--- src/rtl/core/sbd_pkg.sv ---
`timescale 1ns / 1ps

package sbd_pkg;

  localparam int BAND_COUNT = 7;
  localparam int LEVEL_BITS = 10;
  localparam int BAND_BITS = (BAND_COUNT > 1) ? $clog2(BAND_COUNT) : 1;

  localparam int OFFSET_BITS = 10;
  localparam int FLOOR_BITS = 10;
  localparam int HOLD_CFG_BITS = 14;
  localparam int HOLD_BITS = 16;

  localparam int CFG_INDEX_BITS = 3;
  localparam int CFG_DATA_BITS = 14;

  localparam int CMP_W0 = (LEVEL_BITS > OFFSET_BITS) ? LEVEL_BITS : OFFSET_BITS;
  localparam int CMP_W1 = (CMP_W0 > FLOOR_BITS) ? CMP_W0 : FLOOR_BITS;
  localparam int CMP_BITS = CMP_W1 + 1;
  localparam int PROD_BITS = LEVEL_BITS + 3;

  localparam logic [CFG_INDEX_BITS-1:0] REG_THRESHOLD_OFFSET = 3'd0;
  localparam logic [CFG_INDEX_BITS-1:0] REG_DECAY_FLOOR = 3'd1;
  localparam logic [CFG_INDEX_BITS-1:0] REG_RELEASE_HOLD = 3'd2;
  localparam logic [CFG_INDEX_BITS-1:0] REG_RECHECK_AFTER = 3'd3;
  localparam logic [CFG_INDEX_BITS-1:0] REG_GIVE_UP_AFTER = 3'd4;

  localparam logic [OFFSET_BITS-1:0] OFFSET_RESET = OFFSET_BITS'(0);
  localparam logic [FLOOR_BITS-1:0] FLOOR_RESET = FLOOR_BITS'(300);
  localparam logic [HOLD_CFG_BITS-1:0] RELEASE_RESET = HOLD_CFG_BITS'(700);
  localparam logic [HOLD_CFG_BITS-1:0] RECHECK_RESET = HOLD_CFG_BITS'(1000);
  localparam logic [HOLD_CFG_BITS-1:0] GIVE_UP_RESET = HOLD_CFG_BITS'(4096);

  localparam logic [LEVEL_BITS-1:0] LEVEL_RESET = LEVEL_BITS'(50);
  localparam logic [HOLD_BITS-1:0] HOLD_MAX = {HOLD_BITS{1'b1}};

  typedef logic [LEVEL_BITS-1:0] level_t;

  typedef struct packed {
    logic [OFFSET_BITS-1:0]   threshold_offset;
    logic [FLOOR_BITS-1:0]    decay_floor;
    logic [HOLD_CFG_BITS-1:0] release_hold;
    logic [HOLD_CFG_BITS-1:0] recheck_after;
    logic [HOLD_CFG_BITS-1:0] give_up_after;
  } cfg_regs_t;

endpackage

--- src/rtl/core/sbd_cfg.sv ---
`timescale 1ns / 1ps

module sbd_cfg import sbd_pkg::*; (
  input  logic                      clk,
  input  logic                      rst,
  input  logic                      cfg_valid,
  output logic                      cfg_ready,
  input  logic [CFG_INDEX_BITS-1:0] cfg_index,
  input  logic [CFG_DATA_BITS-1:0]  cfg_data,
  output cfg_regs_t                 regs
);

  assign cfg_ready = 1'b1;

  always_ff @(posedge clk) begin
    if (rst) begin
      regs.threshold_offset <= OFFSET_RESET;
      regs.decay_floor <= FLOOR_RESET;
      regs.release_hold <= RELEASE_RESET;
      regs.recheck_after <= RECHECK_RESET;
      regs.give_up_after <= GIVE_UP_RESET;
    end else if (cfg_valid && cfg_ready) begin
      case (cfg_index)
        REG_THRESHOLD_OFFSET: regs.threshold_offset <= cfg_data[OFFSET_BITS-1:0];
        REG_DECAY_FLOOR: regs.decay_floor <= cfg_data[FLOOR_BITS-1:0];
        REG_RELEASE_HOLD: regs.release_hold <= cfg_data[HOLD_CFG_BITS-1:0];
        REG_RECHECK_AFTER: regs.recheck_after <= cfg_data[HOLD_CFG_BITS-1:0];
        REG_GIVE_UP_AFTER: regs.give_up_after <= cfg_data[HOLD_CFG_BITS-1:0];
        default: ;
      endcase
    end
  end

endmodule

--- src/rtl/core/sbd_core.sv ---
`timescale 1ns / 1ps

module sbd_core import sbd_pkg::*; (
  input  logic      clk,
  input  logic      rst,
  input  logic      en,
  input  level_t    bands [BAND_COUNT],
  input  cfg_regs_t regs,
  output logic      beat
);

  logic                 in_beat;
  logic                 in_beat_next;
  logic [BAND_BITS-1:0] beat_band;
  logic [BAND_BITS-1:0] beat_band_next;
  level_t               tracked_level;
  level_t               tracked_level_next;
  logic [HOLD_BITS-1:0] hold_count;
  logic [HOLD_BITS-1:0] hold_count_next;

  always_comb begin
    logic signed [CMP_BITS-1:0] thr;
    logic                       idle_hit;
    logic [BAND_BITS-1:0]       idle_idx;
    logic [BAND_BITS-1:0]       cur_idx;
    level_t                     cur_band;
    logic                       falling;
    logic [HOLD_BITS-1:0]       hold_inc;
    logic                       re_hit;
    logic [BAND_BITS-1:0]       re_idx;

    in_beat_next = in_beat;
    beat_band_next = beat_band;
    tracked_level_next = tracked_level;
    hold_count_next = hold_count;
    beat = 1'b0;

    // idle search, lowest band wins
    thr = $signed(CMP_BITS'(tracked_level)) - $signed(CMP_BITS'(regs.threshold_offset));
    idle_hit = 1'b0;
    idle_idx = '0;
    for (int i = BAND_COUNT - 1; i >= 0; i--) begin
      if ($signed(CMP_BITS'(bands[i])) > thr) begin
        idle_hit = 1'b1;
        idle_idx = BAND_BITS'(i);
      end
    end

    cur_idx = (int'(beat_band) < BAND_COUNT) ? beat_band : '0;
    cur_band = bands[cur_idx];
    falling = (PROD_BITS'(cur_band) * PROD_BITS'(5)) < (PROD_BITS'(tracked_level) << 1);
    hold_inc = (hold_count != HOLD_MAX) ? hold_count + HOLD_BITS'(1) : hold_count;

    // lower bands retrigger
    re_hit = 1'b0;
    re_idx = '0;
    for (int i = BAND_COUNT - 1; i >= 0; i--) begin
      if ((i < int'(cur_idx)) && (bands[i] > tracked_level)) begin
        re_hit = 1'b1;
        re_idx = BAND_BITS'(i);
      end
    end

    if (!in_beat) begin
      if (idle_hit) begin
        in_beat_next = 1'b1;
        beat_band_next = idle_idx;
        tracked_level_next = bands[idle_idx];
        hold_count_next = '0;
        beat = 1'b1;
      end else if (CMP_BITS'(tracked_level) > CMP_BITS'(regs.decay_floor)) begin
        tracked_level_next = tracked_level - LEVEL_BITS'(1);
      end
    end else if (falling && (hold_count >= HOLD_BITS'(regs.release_hold))) begin
      in_beat_next = 1'b0;
      hold_count_next = '0;
    end else begin
      hold_count_next = hold_inc;
      if ((hold_inc >= HOLD_BITS'(regs.recheck_after)) && re_hit) begin
        beat_band_next = re_idx;
        tracked_level_next = bands[re_idx];
        hold_count_next = '0;
        beat = 1'b1;
      end else if (hold_inc > HOLD_BITS'(regs.give_up_after)) begin
        in_beat_next = 1'b0;
      end
    end
  end

  always_ff @(posedge clk) begin
    if (rst) begin
      in_beat <= 1'b0;
      beat_band <= '0;
      tracked_level <= LEVEL_RESET;
      hold_count <= '0;
    end else if (en) begin
      in_beat <= in_beat_next;
      beat_band <= beat_band_next;
      tracked_level <= tracked_level_next;
      hold_count <= hold_count_next;
    end
  end

endmodule

--- src/rtl/core/spectrum_beat_detector_top.sv ---
`timescale 1ns / 1ps
// spectrum beat detector
// input channel: in_valid / in_stall with band_0 .. band_6, one frame per item
// output channel: out_valid / out_stall with beat_found, one result per item
// config channel: cfg_valid / cfg_ready with cfg_index and cfg_data, always ready;
//   index 0 threshold_offset, 1 decay_floor, 2 release_hold, 3 recheck_after,
//   4 give_up_after; other indexes are ignored; write only while idle
// flow: an accepted item waits in the input register; when it advances, the
//   decision runs and loads the result register, which raises out_valid
// throughput: one item per cycle while the receiver does not stall; the
//   detector state is one set of registers updated as each item passes
//   from the input register to the result register
// stall: while out_stall holds a full result register, the input register
//   keeps its item and in_stall rises once it is full too
// reset: both registers empty, tracked level 50, idle, config at defaults
module spectrum_beat_detector_top import sbd_pkg::*; (
  input  logic                      clk,
  input  logic                      rst,
  input  logic                      in_valid,
  output logic                      in_stall,
  input  logic [LEVEL_BITS-1:0]     band_0,
  input  logic [LEVEL_BITS-1:0]     band_1,
  input  logic [LEVEL_BITS-1:0]     band_2,
  input  logic [LEVEL_BITS-1:0]     band_3,
  input  logic [LEVEL_BITS-1:0]     band_4,
  input  logic [LEVEL_BITS-1:0]     band_5,
  input  logic [LEVEL_BITS-1:0]     band_6,
  output logic                      out_valid,
  input  logic                      out_stall,
  output logic                      beat_found,
  input  logic                      cfg_valid,
  output logic                      cfg_ready,
  input  logic [CFG_INDEX_BITS-1:0] cfg_index,
  input  logic [CFG_DATA_BITS-1:0]  cfg_data
);

  cfg_regs_t regs;
  level_t    bands [BAND_COUNT];
  logic      s1_valid;
  logic      accept;
  logic      advance;
  logic      beat;

  sbd_cfg u_cfg (
    .clk       (clk),
    .rst       (rst),
    .cfg_valid (cfg_valid),
    .cfg_ready (cfg_ready),
    .cfg_index (cfg_index),
    .cfg_data  (cfg_data),
    .regs      (regs)
  );

  assign in_stall = s1_valid && out_valid && out_stall;
  assign accept = in_valid && !in_stall;
  assign advance = s1_valid && (!out_valid || !out_stall);

  always_ff @(posedge clk) begin
    if (rst) begin
      s1_valid <= 1'b0;
    end else if (accept) begin
      s1_valid <= 1'b1;
    end else if (advance) begin
      s1_valid <= 1'b0;
    end
  end

  always_ff @(posedge clk) begin
    if (accept) begin
      bands[0] <= band_0;
      bands[1] <= band_1;
      bands[2] <= band_2;
      bands[3] <= band_3;
      bands[4] <= band_4;
      bands[5] <= band_5;
      bands[6] <= band_6;
    end
  end

  sbd_core u_core (
    .clk   (clk),
    .rst   (rst),
    .en    (advance),
    .bands (bands),
    .regs  (regs),
    .beat  (beat)
  );

  always_ff @(posedge clk) begin
    if (rst) begin
      out_valid <= 1'b0;
    end else if (advance) begin
      out_valid <= 1'b1;
    end else if (!out_stall) begin
      out_valid <= 1'b0;
    end
  end

  always_ff @(posedge clk) begin
    if (advance) begin
      beat_found <= beat;
    end
  end

endmodule

--- config.mk ---
export PLATFORM = sky130hd
export DESIGN_NAME = spectrum_beat_detector_top
export DESIGN_NICKNAME = d
export VERILOG_FILES = /design/src/rtl/core/sbd_pkg.sv /design/src/rtl/core/sbd_cfg.sv /design/src/rtl/core/sbd_core.sv /design/src/rtl/core/spectrum_beat_detector_top.sv
export SDC_FILE = /design/constraint.sdc
export NUM_CORES = 1
export LEC_CHECK = 0
export ABC_AREA = 0
export BUFFER_PORTS_ARGS = -buffer_cell sky130_fd_sc_hd__buf_4
export CAP_MARGIN = 10
export CORE_AREA = 2 2 160 162
export CTS_CLUSTER_SIZE = 40
export DETAILED_ROUTE_END_ITERATION = 7
export DIE_AREA = 0 0 162 164
export MAX_ROUTING_LAYER = met4
export PLACE_DENSITY = 0.73
export SYNTH_ARGS = -nofsm -noshare
export SYNTH_HDL_FRONTEND = slang
export SYNTH_SLANG_ARGS = --single-unit
--- constraint.sdc ---
create_clock -name clk -period 9.7 [get_ports clk]
set_input_delay 1.455 -clock clk [delete_from_list [all_inputs] [get_ports clk]]
set_output_delay 1.455 -clock clk [all_outputs]
set_load 0.01 [all_outputs]
==> results.yml <==
clocking:
  clkSinkCount: 165
  insertion_delay_to_the_later_sink_of_the_worst_skew_pair_ps: 440
  postCtsHoldBufs: 0
  clock_tree_from_tritoncts: "done"
  cts_setup_buffers: 0
  clock_tree.htree_level_count: 4
  clockRootBuffer: "sky130_fd_sc_hd__clkbuf_16"
  cts_buffers: 17
  ctsResizeCount: 0
  clock_pin_slew_worst_setup_and_hold_paths_ps: 70
  clock_path_buffers: 2
run_status:
  run_status: "complete, no violations"
timing:
  timing.final.crit_period_ps: 7120
  rsz0062_at_grt: "false"
  tightest_slew_ps: 1060
  final.setup.tns_ps: 0
  finalSetupViolations: 0
  drv_slew: 0
  timing.clock.skew_ps: 12.0
  maxClockFrequency_mhz: 141
  hold_viol_final: 0
  finalCritPeriodShare: 0.734
  slew-limit-headroom: 0.291
synthesis:
  async_reset_ff_frac: 0
  mappedNetlistArea_sq_um: 13500
  yosys_warnings: 0
  synthFlopType: "sky130_fd_sc_hd__dfxtp_1"
  post_synth_most_frequent_cells: "sky130_fd_sc_hd__ha_1, sky130_fd_sc_hd__nand2_1, sky130_fd_sc_hd__a21oi_1, sky130_fd_sc_hd__inv_1, sky130_fd_sc_hd__dfxtp_1"
  post-synth-top-area-cell: "sky130_fd_sc_hd__ha_1"
  yosysMostFrequentCell: "sky130_fd_sc_hd__ha_1"
  postSynthAreaPerCell_sq_um: 9.13
  sequential_area_share_after_synthesis: 0.297
  post_synth_inst_count: 1481
  synth_top_cell_area_share: 0.183
  post_synth_edffs: 71
  synth.distinct_cells: 87
  mappedNetlistNets: 1773
  synth_seq_cells: 165
  synth.top_cells.by_area: "sky130_fd_sc_hd__ha_1, sky130_fd_sc_hd__edfxtp_1, sky130_fd_sc_hd__dfxtp_1"
detailed_routing:
  drt-vias-per-instance: 6.55
  total_drc_errors_in_the_routed_layout: 0
  wl_um: 43000
  dr.pass1.iters: 5
  routedWlPerCell_um: 22.7
  ant_nets: 0
  num_vias: 12400
  detailedRoute.firstIterationViolations: 1120
floorplanning:
  floorplan.die.height_um: 164
  die_area_sq_um: 26600
  rows: 58
  core-area_sq_um: 24800
  i_o_pin_count: 96
  start_util: 0.545
  die_x_extent_um: 162
setup_path:
  crit_chain: "inv_1 > ha_1 > inv_1 > fa_1 > a21o_1 > a21oi_1 > xor2_1 > ha_1 > nand3_1 > o21bai_1 > nand3b_1 > a311o_1 > a31oi_1 > o41ai_1 > maj3_1 > a211oi_1 > or2_1 > nor2_1 > o2bb2ai_1 > a2111oi_0 > a31oi_1"
  timing.rr.start: "u_core.tracked_level[0]"
  timing.critical_path.slowest_cell_delay_ps: 770
  worst_path_arrival_ps: 7400
  critical_path.max_fanout: 21
  worst_ep_required_time_ps: 9980
  capturing_element_type_of_the_critical_path: "register"
  timing.setup.critical_path_class: "register to register"
  critPathLaunch: "u_core.tracked_level[0]"
  crit_path_start_kind: "register"
  cp_slowest_cell: "sky130_fd_sc_hd__or2_1"
power:
  leakage_component_of_the_power_uw: 0.00631
  p_per_area_nw_per_um2: 174
  ir_drop_uv: 117
  post-layout-total-power_uw: 2650
final_layout:
  num_antenna_cells: 0
  num-nets-final: 1843
  postLayoutCoreUtil: 0.611
  fraction_of_layout_cells_with_a_size_suffix_above_1: 0.128
  syn_to_final_growth_pct: 12.2
grt:
  largest_net_degree_at_the_start_of_global_routing: 75
  grt_pass1_vias: 11800
  number_of_antenna_violations_at_the_first_check_in_global_routing: 0
  grt_use_total: 0.335
  grt_remaining_overflow: 0
  wire_length_of_the_first_global_routing_pass_um: 65900
placed_design:
  place.gp.congestion: 1.05
  buffer_ports.inserted: 94
  dp_hpwl_um: 32300
job:
  timing.max_cap.violations: 0
hold_path:
  min-delay-start: "u_cfg.regs[41]"
  hold_class: "register to register"
[sequential cells by signal (all words and copies together) (netlist names)]
| signal | count |
|---|---|
| bands | 70 |
| u_cfg.regs | 62 |
| u_core.hold_count | 16 |
| u_core.tracked_level | 10 |
| u_core.beat_band | 3 |
| beat_found | 1 |
| out_valid | 1 |
| s1_valid | 1 |
| u_core.in_beat | 1 |
[power by group]
| part | internal (uW) | total, uW | switching [uW] | leakage [uW] |
|---|---|---|---|---|
| registers | 758 | 821 | 62.4 | 0.00146 |
| logic | 446 | 1070 | 620 | 0.00453 |
| clock network | 444 | 760 | 316 | 0.000320 |
| total | 1650 | 2650 | 998 | 0.00631 |
[worst max-delay path: cells and delay by family (launching register included)]
family	cells	cell delay (ps)
AND/OR/NAND/NOR	4	1320
flip-flops	1	550
AO/OA/AOI/OAI	10	2630
adder cells (fa/ha/maj)	4	1400
buffers and inverters	2	320
XOR/XNOR	1	730
[kinds of logic (layout without fill, tap and decap cells)]
logic type,count (synthesis),count (layout),synth area share
buf+inv,158,240,0.0457
compound gates,412,412,0.211
xor+xnor,32,32,0.0207
simple gates,419,419,0.149
fa+ha+maj,204,204,0.189
other cells,1,1,0.000277
mux,90,90,0.0870
flops,165,165,0.297
[final timing paths]
check | to | slack, ps | depth (start not counted)
setup / recovery | u_core.tracked_level[1] | 2580 | 21
hold / removal | u_cfg.regs[41] | 460 | 2
setup reg to reg | u_core.tracked_level[1] | 2580 | 21
hold reg to reg | u_cfg.regs[41] | 460 | 2
[per-stage QoR]
| stage | instance area (sq um) | cells | hold slack [ps] | worst slack, ps |
|---|---|---|---|---|
| after floorplan | 13500 | 1481 | 436 | 3930 |
| after global placement | 14500 | 1860 | 443 | 3090 |
| after detailed placement | 14500 | 1860 | 450 | 2990 |
| after CTS | 15200 | 1891 | 460 | 2920 |
| after global routing | 15200 | 1893 | 482 | 2240 |
| final | 15200 | 1893 | 456 | 2580 |
[routing by layer]
| metal | up-vias | share of wire | global-route usage | wire length, um |
|---|---|---|---|---|
| met5 | - | 0 | - | 0 |
| met2 | 583 | 0.47 | 0.555 | 20100 |
| met3 | 186 | 0.068 | 0.0482 | 2910 |
| met1 | 5919 | 0.40 | 0.399 | 17400 |
| li1 | 5713 | - | - | - |
| met4 | 0 | 0.062 | 0.174 | 2680 |
[layout make-up]
class                      count  area (sq um)
fill                        2145          9650
multi-input combinational   1158          8900
sequential                   165          4010
timing repair buffer         107           803
clock buffer                  19           475
tap                          330           413
inverter                     102           383
clock inverter                12           174
[cell usage in the layout, fill, tap and decap left out, types with 27 or more instances in the layout]
| cell | n |
|---|---|
| sky130_fd_sc_hd__buf_4 | 106 |
| sky130_fd_sc_hd__mux2i_1 | 50 |
| sky130_fd_sc_hd__ha_1 | 198 |
| sky130_fd_sc_hd__inv_1 | 102 |
| sky130_fd_sc_hd__o211ai_1 | 34 |
| sky130_fd_sc_hd__nand2_1 | 149 |
| sky130_fd_sc_hd__dfxtp_1 | 94 |
| sky130_fd_sc_hd__nor2_1 | 91 |
| sky130_fd_sc_hd__a21oi_1 | 104 |
| sky130_fd_sc_hd__edfxtp_1 | 71 |
| sky130_fd_sc_hd__a21o_1 | 39 |
| sky130_fd_sc_hd__a211oi_1 | 27 |
| sky130_fd_sc_hd__o21ai_0 | 46 |
| sky130_fd_sc_hd__nand4_1 | 32 |
Note: power is estimated with default switching activity, not from simulation.
